===== src/hdl/sktl_pkg.sv =====
// Shared types, constants and controller/datapath command codes for the
// sorted key table lookup block. No dependencies.
`default_nettype none

package sktl_pkg;

    localparam int TABLE_DEPTH = 1024;
    localparam int ADDR_W      = $clog2(TABLE_DEPTH);
    localparam int CNT_W       = 11;
    localparam int IDX_W       = 10;
    localparam int KEY_W       = 63;
    localparam int VAL_W       = 32;
    localparam int WORD_W      = KEY_W + VAL_W;

    typedef enum logic [1:0] {
        OP_WRITE  = 2'd0,
        OP_SORT   = 2'd1,
        OP_LOOKUP = 2'd2
    } op_t;

    typedef struct packed {
        logic [1:0]              operation;
        logic [IDX_W-1:0]        entry_index;
        logic [KEY_W-1:0]        key;
        logic signed [VAL_W-1:0] value;
        logic [IDX_W-1:0]        low_bound;
        logic [IDX_W-1:0]        high_bound;
    } in_item_t;

    typedef struct packed {
        logic                    found;
        logic signed [VAL_W-1:0] found_value;
        logic                    duplicate_error;
    } out_item_t;

    typedef enum logic [2:0] {
        RA_LO, RA_HI, RA_MID, RA_I, RA_IM1, RA_JM1
    } rd_addr_t;

    typedef enum logic [1:0] {
        WS_ITEM, WS_SHIFT, WS_HOLD
    } wr_sel_t;

    typedef enum logic [3:0] {
        ACT_NONE, ACT_LOAD_ITEM, ACT_SORT_INIT, ACT_HOLD_LOAD, ACT_J_DEC,
        ACT_I_INC, ACT_PREV_LOAD, ACT_SCAN_INIT, ACT_DUP_CHK, ACT_LO_MID,
        ACT_HI_MID
    } act_t;

    typedef enum logic [2:0] {
        RES_NONE, RES_ZERO, RES_PREV, RES_RD, RES_DUP
    } res_t;

    typedef struct packed {
        logic     rd_en;
        rd_addr_t rd_addr;
        logic     wr_en;
        wr_sel_t  wr_sel;
        act_t     act;
        res_t     res;
        logic     out_load;
    } cmd_t;

    typedef struct packed {
        logic key_lt_prev;
        logic key_eq_prev;
        logic key_eq_rd;
        logic key_gt_rd;
        logic key_lt_rd;
        logic i_lt_n;
        logic j_zero;
        logic window_wide;
    } sts_t;

    typedef enum logic [4:0] {
        S_IDLE, S_WRITE, S_RD_LO, S_RD_HI, S_CHK_ENDS, S_MID_RD, S_MID_CHK,
        S_MID_TEST, S_SORT_INIT, S_OUTER, S_HOLD, S_INNER, S_CMP, S_PLACE,
        S_SCAN_INIT, S_SCAN_RD0, S_SCAN_RD1, S_SCAN_CMP, S_OUT
    } state_t;

endpackage

`default_nettype wire


===== src/hdl/sktl_ctrl.sv =====
// Controller state machine for the sorted key table: sequences write,
// insertion sort, duplicate scan and window search. Depends on sktl_pkg.
`default_nettype none

module sktl_ctrl (
    input  wire logic           clk,
    input  wire logic           rst_n,
    input  wire logic           in_valid,
    output logic                in_ready,
    input  wire logic [1:0]     in_op,
    output logic                out_valid,
    input  wire logic           out_ready,
    input  wire sktl_pkg::sts_t sts,
    output sktl_pkg::cmd_t      cmd
);
    import sktl_pkg::*;

    state_t state_reg, state_next;
    logic   out_valid_reg, out_valid_next;
    logic   out_free;

    assign out_free  = !out_valid_reg || out_ready;
    assign in_ready  = state_reg == S_IDLE;
    assign out_valid = out_valid_reg;

    always_ff @(posedge clk or negedge rst_n)
    begin
        if (!rst_n)
        begin
            state_reg     <= S_IDLE;
            out_valid_reg <= 1'b0;
        end
        else
        begin
            state_reg     <= state_next;
            out_valid_reg <= out_valid_next;
        end
    end

    always_comb
    begin
        if (cmd.out_load)
            out_valid_next = 1'b1;
        else if (out_ready)
            out_valid_next = 1'b0;
        else
            out_valid_next = out_valid_reg;
    end

    // Next state
    always_comb
    begin
        state_next = state_reg;
        unique case (state_reg)
            S_IDLE:
            begin
                if (in_valid)
                begin
                    unique case (in_op)
                        OP_WRITE:  state_next = S_WRITE;
                        OP_SORT:   state_next = S_SORT_INIT;
                        OP_LOOKUP: state_next = S_RD_LO;
                        default:   state_next = S_OUT;
                    endcase
                end
            end
            S_WRITE:     state_next = S_OUT;
            S_RD_LO:     state_next = S_RD_HI;
            S_RD_HI:     state_next = S_CHK_ENDS;
            S_CHK_ENDS:
            begin
                priority if (sts.key_lt_prev || sts.key_gt_rd)
                    state_next = S_OUT;
                else if (sts.key_eq_prev || sts.key_eq_rd)
                    state_next = S_OUT;
                else if (sts.window_wide)
                    state_next = S_MID_RD;
                else
                    state_next = S_OUT;
            end
            S_MID_RD:    state_next = S_MID_CHK;
            S_MID_CHK:   state_next = sts.key_eq_rd ? S_OUT : S_MID_TEST;
            S_MID_TEST:  state_next = sts.window_wide ? S_MID_RD : S_OUT;
            S_SORT_INIT: state_next = S_OUTER;
            S_OUTER:     state_next = sts.i_lt_n ? S_HOLD : S_SCAN_INIT;
            S_HOLD:      state_next = S_INNER;
            S_INNER:     state_next = sts.j_zero ? S_PLACE : S_CMP;
            S_CMP:       state_next = sts.key_lt_rd ? S_INNER : S_PLACE;
            S_PLACE:     state_next = S_OUTER;
            S_SCAN_INIT: state_next = S_SCAN_RD0;
            S_SCAN_RD0:  state_next = sts.i_lt_n ? S_SCAN_RD1 : S_OUT;
            S_SCAN_RD1:  state_next = S_SCAN_CMP;
            S_SCAN_CMP:  state_next = S_SCAN_RD0;
            S_OUT:       state_next = out_free ? S_IDLE : S_OUT;
            default:     state_next = S_IDLE;
        endcase
    end

    // Command outputs
    always_comb
    begin
        cmd = '{rd_en: 1'b0, rd_addr: RA_LO, wr_en: 1'b0, wr_sel: WS_ITEM,
                act: ACT_NONE, res: RES_NONE, out_load: 1'b0};
        unique case (state_reg)
            S_IDLE:
            begin
                if (in_valid)
                begin
                    cmd.act = ACT_LOAD_ITEM;
                    cmd.res = RES_ZERO;
                end
            end
            S_WRITE:
            begin
                cmd.wr_en  = 1'b1;
                cmd.wr_sel = WS_ITEM;
            end
            S_RD_LO:
            begin
                cmd.rd_en   = 1'b1;
                cmd.rd_addr = RA_LO;
            end
            S_RD_HI:
            begin
                cmd.rd_en   = 1'b1;
                cmd.rd_addr = RA_HI;
                cmd.act     = ACT_PREV_LOAD;
            end
            S_CHK_ENDS:
            begin
                priority if (sts.key_lt_prev || sts.key_gt_rd)
                    cmd.res = RES_NONE;
                else if (sts.key_eq_prev)
                    cmd.res = RES_PREV;
                else if (sts.key_eq_rd)
                    cmd.res = RES_RD;
                else
                    cmd.res = RES_NONE;
            end
            S_MID_RD:
            begin
                cmd.rd_en   = 1'b1;
                cmd.rd_addr = RA_MID;
            end
            S_MID_CHK:
            begin
                priority if (sts.key_eq_rd)
                    cmd.res = RES_RD;
                else if (sts.key_gt_rd)
                    cmd.act = ACT_LO_MID;
                else
                    cmd.act = ACT_HI_MID;
            end
            S_MID_TEST:  ;
            S_SORT_INIT: cmd.act = ACT_SORT_INIT;
            S_OUTER:
            begin
                cmd.rd_en   = sts.i_lt_n;
                cmd.rd_addr = RA_I;
            end
            S_HOLD:      cmd.act = ACT_HOLD_LOAD;
            S_INNER:
            begin
                cmd.rd_en   = !sts.j_zero;
                cmd.rd_addr = RA_JM1;
            end
            S_CMP:
            begin
                if (sts.key_lt_rd)
                begin
                    cmd.wr_en  = 1'b1;
                    cmd.wr_sel = WS_SHIFT;
                    cmd.act    = ACT_J_DEC;
                end
            end
            S_PLACE:
            begin
                cmd.wr_en  = 1'b1;
                cmd.wr_sel = WS_HOLD;
                cmd.act    = ACT_I_INC;
            end
            S_SCAN_INIT: cmd.act = ACT_SCAN_INIT;
            S_SCAN_RD0:
            begin
                cmd.rd_en   = sts.i_lt_n;
                cmd.rd_addr = RA_IM1;
                if (!sts.i_lt_n)
                    cmd.res = RES_DUP;
            end
            S_SCAN_RD1:
            begin
                cmd.rd_en   = 1'b1;
                cmd.rd_addr = RA_I;
                cmd.act     = ACT_PREV_LOAD;
            end
            S_SCAN_CMP:  cmd.act = ACT_DUP_CHK;
            S_OUT:       cmd.out_load = out_free;
            default:     ;
        endcase
    end

endmodule

`default_nettype wire


===== config.mk =====
export PLATFORM = sky130hd
export DESIGN_NAME = sktl_ctrl
export DESIGN_NICKNAME = d
export VERILOG_FILES = /design/src/hdl/sktl_pkg.sv /design/src/hdl/sktl_ctrl.sv
export SDC_FILE = /design/constraint.sdc
export NUM_CORES = 1
export LEC_CHECK = 0
export ABC_AREA = 1
export BUFFER_PORTS_ARGS = -buffer_cell sky130_fd_sc_hd__buf_2
export CAP_MARGIN = 5
export CORE_MARGIN = 1
export CORE_UTILIZATION = 23
export CTS_CLUSTER_DIAMETER = 60
export DETAILED_ROUTE_END_ITERATION = 7
export PLACE_DENSITY_LB_ADDON = 0.12
export REMOVE_ABC_BUFFERS = 1
export SETUP_SLACK_MARGIN = 0.1
export SLEW_MARGIN = 40
export SYNTH_ARGS = -nofsm -noshare
export SYNTH_HDL_FRONTEND = slang
export SYNTH_SLANG_ARGS = --single-unit

===== constraint.sdc =====
create_clock -name clk -period 2.7 [get_ports clk]
set_input_delay 0 -clock clk [delete_from_list [all_inputs] [get_ports clk]]
set_output_delay 0 -clock clk [all_outputs]
set_load 0.05 [all_outputs]

# After elaboration in Yosys (flattened, before gate mapping)
# Cells that the tools add are included.
[totals] register_bits=6 input_bits=14 out_inout_bits=17 elab_cells=61
[classes] n_eq_ne=21 n_mux=27 n_reduce_logical=11
[op_table] op="5-bit one-hot mux with 17 select lines" n=1
[op_table] op="5-bit by 4-bit equality test with 1-bit output, second input constant" n=8
[op_table] op="4-bit one-hot mux with 9 select lines" n=1
[op_table] op="5-bit two-way mux" n=6
[op_table] op="4-bit one-hot mux with 7 select lines" n=1
[op_table] op="5-bit by 3-bit equality test with 1-bit output, second input constant" n=4
[op_table] op="5-bit equality test, second input constant" n=3
[op_table] op="5-bit one-hot mux with 3 select lines" n=1
[op_table] op="3-bit one-hot mux with 4 select lines" n=1
[op_table] op="5-bit by 2-bit equality test with 1-bit output, second input constant" n=2
[op_table] op="2-bit two-way mux" n=5
[op_table] op="3-bit two-way mux" n=3
[op_table] op="3-bit one-hot mux with 3 select lines" n=1
[op_table] op="4-bit two-way mux" n=2
[op_table] op="7-bit two-way mux" n=1
[op_table] op="2-bit OR reduction" n=3
[op_table] op="5-bit by 1-bit equality test with 1-bit output, second input constant" n=1
[op_table] op="5-bit logical NOT" n=1
[op_table] op="1-bit two-way mux" n=4
[op_table] op="1-bit logical OR" n=3
[op_table] op="2-bit by 1-bit equality test with 1-bit output, second input constant" n=1
[op_table] op="2-bit equality test, second input constant" n=1
[op_table] op="1-bit logical NOT" n=2
[op_table] op="2-bit logical NOT" n=1
[op_table] op="other kinds (2)" n=2

# Logic depth before layout (Yosys ltp)
# Gate-level depths: netlist of run 1.
[depth] word_depth=4 depth_mapped=9 mapped_depth_nobuf=9

# Worst setup path after synthesis of run 1
# Ideal clock, no wire load.
[synth_timing] path_kind="flip-flop to output port" startpoint="register state_reg[4]" endpoint="output cmd[5] (netlist name)" arrival_time_ns=2.034 required_ns=2.700 slack_ns=0.666 stages_incl_launch_ff=6 path_buffers=0 path_cell_list="dfrtp_1 > inv_2 > nand3_1 > nor2_1 > nand2_1 > o21ai_0"
[synth_lines] element="from (decl)" line="sktl_ctrl.sv:18" text="state_t state_reg, state_next;"
[synth_lines] element="from (signal assigned)" line="sktl_ctrl.sv:35" text="state_reg <= state_next;"
[synth_lines] element="to (decl)" line="sktl_ctrl.sv:14" text="output sktl_pkg::cmd_t cmd"

==> results of run 1 <==
[final timing paths]
path                                          startpoint                       end  slack [ps]  cells after the start
max in group asynchronous                          rst_n  state_reg[3]$_DFFE_PN0P_        2440                      2
min in group asynchronous                          rst_n  state_reg[2]$_DFFE_PN0P_         120                      2
worst min-delay path                           out_ready     out_valid$_DFFE_PN0P_          40                      4
worst max-delay path            state_reg[4]$_DFFE_PN0P_                    cmd[7]         880                      6
worst min register to register     out_valid$_DFFE_PN0P_     out_valid$_DFFE_PN0P_         600                      4
worst max register to register  state_reg[4]$_DFFE_PN0P_  state_reg[0]$_DFFE_PN0P_        1160                      7
[per-stage QoR]
stage / area, µm² / setup WS [ps] / total power (µW) / instances
after floorplan: 783 / 666 / 900 / 145
after global placement: 988 / 1050 / 1130 / 219
after detailed placement: 988 / 1130 / 1110 / 219
after CTS: 1020 / 868 / 1200 / 223
after global routing: 1020 / 690 / 1300 / 223
final: 1020 / 878 / 1190 / 223
[power groups by stage]
stage               logic, µW  clock network, µW  registers (µW)
floorplan                 709                  0             191
global placement          943                  0             185
detailed placement        929                  0             184
CTS                       933               81.6             182
global route             1030               85.8             192
finish                    932               77.5             184
[critical path, delay by kind of cell, from the launching register on]
| family | cells | cell delay, ps |
|---|---|---|
| and+or+nand+nor | 3 | 540 |
| DFF | 1 | 460 |
| buffers and inverters | 2 | 450 |
| AOI/OAI and AO/OA | 1 | 130 |
[metal layers]
metal | vias to the layer above | global-route usage [%] | routed length [µm]
li1 | 540 | - | -
met1 | 444 | 20.5 | 1140
met2 | 39 | 25.0 | 1150
met3 | 4 | 1.49 | 163
met4 | 0 | 2.92 | 22
met5 | - | 0 | 0
[cell usage in the layout, fill, tap and decap left out, drive strengths merged, types with 3 or more instances in the layout]
master	instances
a21oi	6
o21ai	4
nor2	32
inv	28
clkbuf	3
nand4	6
nand2	35
nand3	23
dfrtp	6
buf	30
[layout make-up]
type / count / area [µm²]
clock buffer: 3 / 22.5
fill: 374 / 2130
inverter: 28 / 105
multi-input combinational: 111 / 528
sequential: 6 / 150
tap: 44 / 55.1
timing repair buffer: 31 / 160
[cell families after synthesis]
kind of cell           count (synthesis)  share of synthesized area [%]
AND/OR/NAND/NOR                       99                           58.4
buffers and inverters                 29                           14.2
AO/OA/AOI/OAI                         12                           8.39
flip-flops                             6                           19.0
[repair_timing]
action | in CTS | in global routing
endpoints found under the setup margin | 0 | 0
hold buffers | 1 | 0
hold endpoints to repair | 6 | 0
==> impl_metrics.toml, run 1 <==
[status]
outcome = "finished, final reports clean"

[global_route]
antenna_found_initial = 0
grt_overflow = 0
grt_max_degree = 10
grt_util_all_layers_pct = 14.8
grt_pass1_wl_mm = 4.06
first_global_vias = 920

[power]
cellLeakagePower_uw = 0.000654
combPwrFrac_pct = 78.1
vdd_drop_max_mv = 0.447
p_per_area_nw_per_um2 = 1170
power_frac_seq_pct = 15.4
p_int_uw = 410
clkPwrFrac_pct = 6.5
p_switching_uw = 784
sw_frac_of_total_pct = 65.7

[drt]
wl_mm = 2.48
ant_nets = 0
vias = 1027
drc_errors = 0
drt_iter0_drc = 60
routedWlPerCell_um = 11.1
drt-vias-per-instance = 4.61
first_pass_iters = 4

[yosys]
async_flop_share_pct = 100
synth.avg_cell_area_um2 = 5.42
yosys_warnings = 0
ys_types = 18
yosysMostFrequentCell = "nand2_1"
synthCells = 146
ys_seq_area_share_pct = 19.0
yosys_most_used_dff = "dfrtp_1"
synth_common_cells = "nand2_1 (34), inv_1 (27), nor2_1 (25)"
netlist_area_um2 = 791
yosys-top-cells-area = "dfrtp_1 (19%), nand2_1 (16%), nand3_1 (14%)"
synth_top_area_share_pct = 19.0
synth-edff-count = 0
synth-seq-cells = 6
yosys.area.top_type = "dfrtp_1"

[die]
start_util_pct = 25.1
die_h_um = 60.6
core-area_um2 = 3150
std_cell_rows = 20
die_w_um = 60.6
die-area_um2 = 3680
io_pins = 31

[layout]
syn_to_final_growth_pct = 29.1
final_nets = 195
drive_gt1_share_pct = 24.0
num_antenna_cells = 0
finish.utilization_pct = 32.4
largest_register_ff_count = 5

[worst_setup_path]
cp_max_fo = 6
cpPeakStageDelay_ps = 460
crit_path_end_kind = "output pin"
crit_slowest_cell = "dfrtp_1"
arrival_ps = 1820
path_cells = "inv_2 -> nand3_1 -> nor2_1 -> nand2_1 -> o21ai_0 -> buf_2"
critPathLaunchType = "flop"
crit_required_ps = 2700
worst-setup-path-type = "flop to output pin"

[timing]
worst_pin_slew_ps = 280
final.period_utilization_pct = 67.5
post-route-min-period_ps = 1820
fin_skew_ps = 3.19
finalSetupViolations = 0
fmax_mhz = 549
slew_headroom_pct = 81.3
drv_slew = 0
hold_ws_ps = 39.9
hold_violations = 0
rsz0062_at_grt = "false"
tns_ps = 0

[placed_design]
gp_congestion = 0.904
dp_hpwl_mm = 2.18
io_buffers = 30

[clocking]
clock_latency_ps = 230
cts_tree = "done"
clk_path_buf_depth = 2
clock-sinks = 6
cts_resized = 0
h-tree-depth = 1
cts-root-buf = "clkbuf_4"
post_cts_buffers = 0
cts.clk_slew.worst_paths_ps = 40
cts_buffers = 3

[flow_run]
maxCapViolCount = 0

[hold_path]
hold_class = "primary input to flop"
Power figures use the tool's default switching activity.
==> inputs of run 2 (changes only) <==
==> constraint.sdc (replaced) <==
create_clock -name clk -period 1.49 [get_ports clk]
set_input_delay 0 -clock clk [delete_from_list [all_inputs] [get_ports clk]]
set_output_delay 0 -clock clk [all_outputs]
set_load 0.05 [all_outputs]
==> run 2 against run 1 <==
  * Flip-flop and latch count stayed put
  * Final area is 53% higher
  * First-iteration DRC count is 25% lower
  * Critical path type unchanged
  * Register-to-register slack worse by 1100 ps
  * Non-clock buffer count is 23 higher
  * Utilization is 17 points higher
  * Clock skew is 1.6 ps lower
  * Clock-buffer cell count stayed put
  * Global-route usage is 4.1 points higher
  * Sequential share of layout area is 4.8 points lower
  * The flow now finishes with violations (negative setup slack)
==> impl_metrics.toml, run 2 (synthesis gave the netlist of run 1 again) <==
[global_route]
antenna_found_initial = 0
grt_util_all_layers_pct = 18.9
grt_max_degree = 7
grt_pass1_wl_mm = 5.18
first_global_vias = 1153
grt_overflow = 0

[layout]
final_nets = 218
mostFrequentLayoutCells = "buf_6 (22), inv_1 (20), nand2_1 (20)"
multi_input_area_um2 = 761
num_antenna_cells = 0
largest_register_ff_count = 5
syn_to_final_growth_pct = 97.2
final_common_cell = "buf_6"
drive_gt1_share_pct = 58.4
n_fill_cell = 312
final_area_um2 = 1560
finish.utilization_pct = 49.4
seq_area_um2 = 155

[placed_design]
gp_congestion = 0.979
place_area_um2 = 1020
io_buffers = 30
pre_cts_ws_ps = -78.2
dp_hpwl_mm = 2.25

[worst_setup_path]
reg2reg_depth = 10
cp_max_fo = 6
cp-startpoint = "state_reg[4]$_DFFE_PN0P_"
crit_required_ps = 1490
worst-setup-path-type = "flop to output pin"
arrival_ps = 1510
rr_startpoint = "state_reg[2]$_DFFE_PN0P_"
critPathLaunchType = "flop"
crit_path_end_kind = "output pin"

[status]
outcome = "complete, but fails checks"
violations = "negative setup slack"

[timing]
drv_slew = 0
hold_violations = 0
slew_headroom_pct = 82.5
finalSetupViolations = 5
worst_pin_slew_ps = 261
rsz0062_at_grt = "true"
fin_ws_ps = -24.5
final.period_utilization_pct = 102
post-route-min-period_ps = 1510
fin_skew_ps = 1.64
fmax_mhz = 660

[clocking]
clock-sinks = 6
clk_path_buf_depth = 2
cts_buffers = 3
h-tree-depth = 1
cts_tree = "done"
cts-root-buf = "clkbuf_4"
cts.clk_slew.worst_paths_ps = 40
clock_latency_ps = 240

[die]
io_pins = 31
die_w_um = 60.6
std_cell_rows = 20
die-area_um2 = 3680
die_h_um = 60.6
core-area_um2 = 3150
start_util_pct = 25.1

[drt]
first_pass_iters = 4
drt-vias-per-instance = 4.87
ant_nets = 0
drc_errors = 0
vias = 1197
wl_mm = 3.34
drt_iter0_drc = 45
routedWlPerCell_um = 13.6

[flow_run]
maxCapViolCount = 0

[power]
p_per_area_nw_per_um2 = 2110
cellLeakagePower_uw = 0.000855
vdd_drop_max_mv = 1.04

[hold_path]
hold_start = "in_valid"
min_path_cells = 3
hold_class = "primary input to flop"
-- run 2: layer usage --
layer	share of wire, %	wire [µm]	global-route usage [%]	vias to the layer above
met5	0	0	0	-
met4	3.4	114	7.47	0
met3	6.6	220	2.35	13
met2	50	1680	33.8	51
met1	40	1330	22.8	551
li1	-	-	-	582
-- run 2: worst paths after layout --
path / to / slack [ps]
worst max-delay path: cmd[14] / -20
worst min-delay path: state_reg[4]$_DFFE_PN0P_ / 40
worst max register to register: state_reg[1]$_DFFE_PN0P_ / 40
worst min register to register: out_valid$_DFFE_PN0P_ / 630
max in group asynchronous: state_reg[3]$_DFFE_PN0P_ / 1230
min in group asynchronous: state_reg[4]$_DFFE_PN0P_ / 110
-- run 2: report_power, final --
part	leakage [µW]	total, µW	internal, µW	switching [µW]
sequential	0.0000726	372	240	132
combinational	0.000768	2780	1070	1710
clock	0.0000138	142	90.6	51.1
total	0.000855	3290	1400	1890
-- run 2: layout make-up --
class / instances / area share (%)
Multi-Input combinational cell: 111 / 48.8
Clock buffer: 3 / 1.44
Tap cell: 44 / 3.53
Timing Repair Buffer: 54 / 29.2
Inverter: 28 / 7.06
Sequential cell: 6 / 9.95
-- run 2: worst max-delay path, cell delays in order, from the launching register on --
cell and delay, ps:
dfrtp_1 420, buf_6 160, nor2_4 180, nand2_1 100, nand2_2 90, inv_2 60
o2111ai_2 80, buf_6 180
-- run 2: repair_timing --
item / in CTS / in global routing
setup buffers: 17 / 2
pin swaps: 17 / 10
resized for setup: 89 / 23
hold buffers: 1 / 0
hold endpoints to repair: 6 / 0
endpoints found under the setup margin: 21 / 21
-- run 2: metrics by stage --
| step | total power, µW | hold WS (ps) | std cells | TNS, ps |
|---|---|---|---|---|
| global placement | 2100 | -173 | 223 | -343 |
| floorplan | 1630 | -296 | 145 | -2040 |
| global route | 3500 | 62.9 | 246 | -996 |
| CTS | 3060 | 44.3 | 244 | -10.5 |
| finish | 3290 | 39.1 | 246 | -52.7 |
| detailed placement | 2080 | -172 | 223 | -126 |
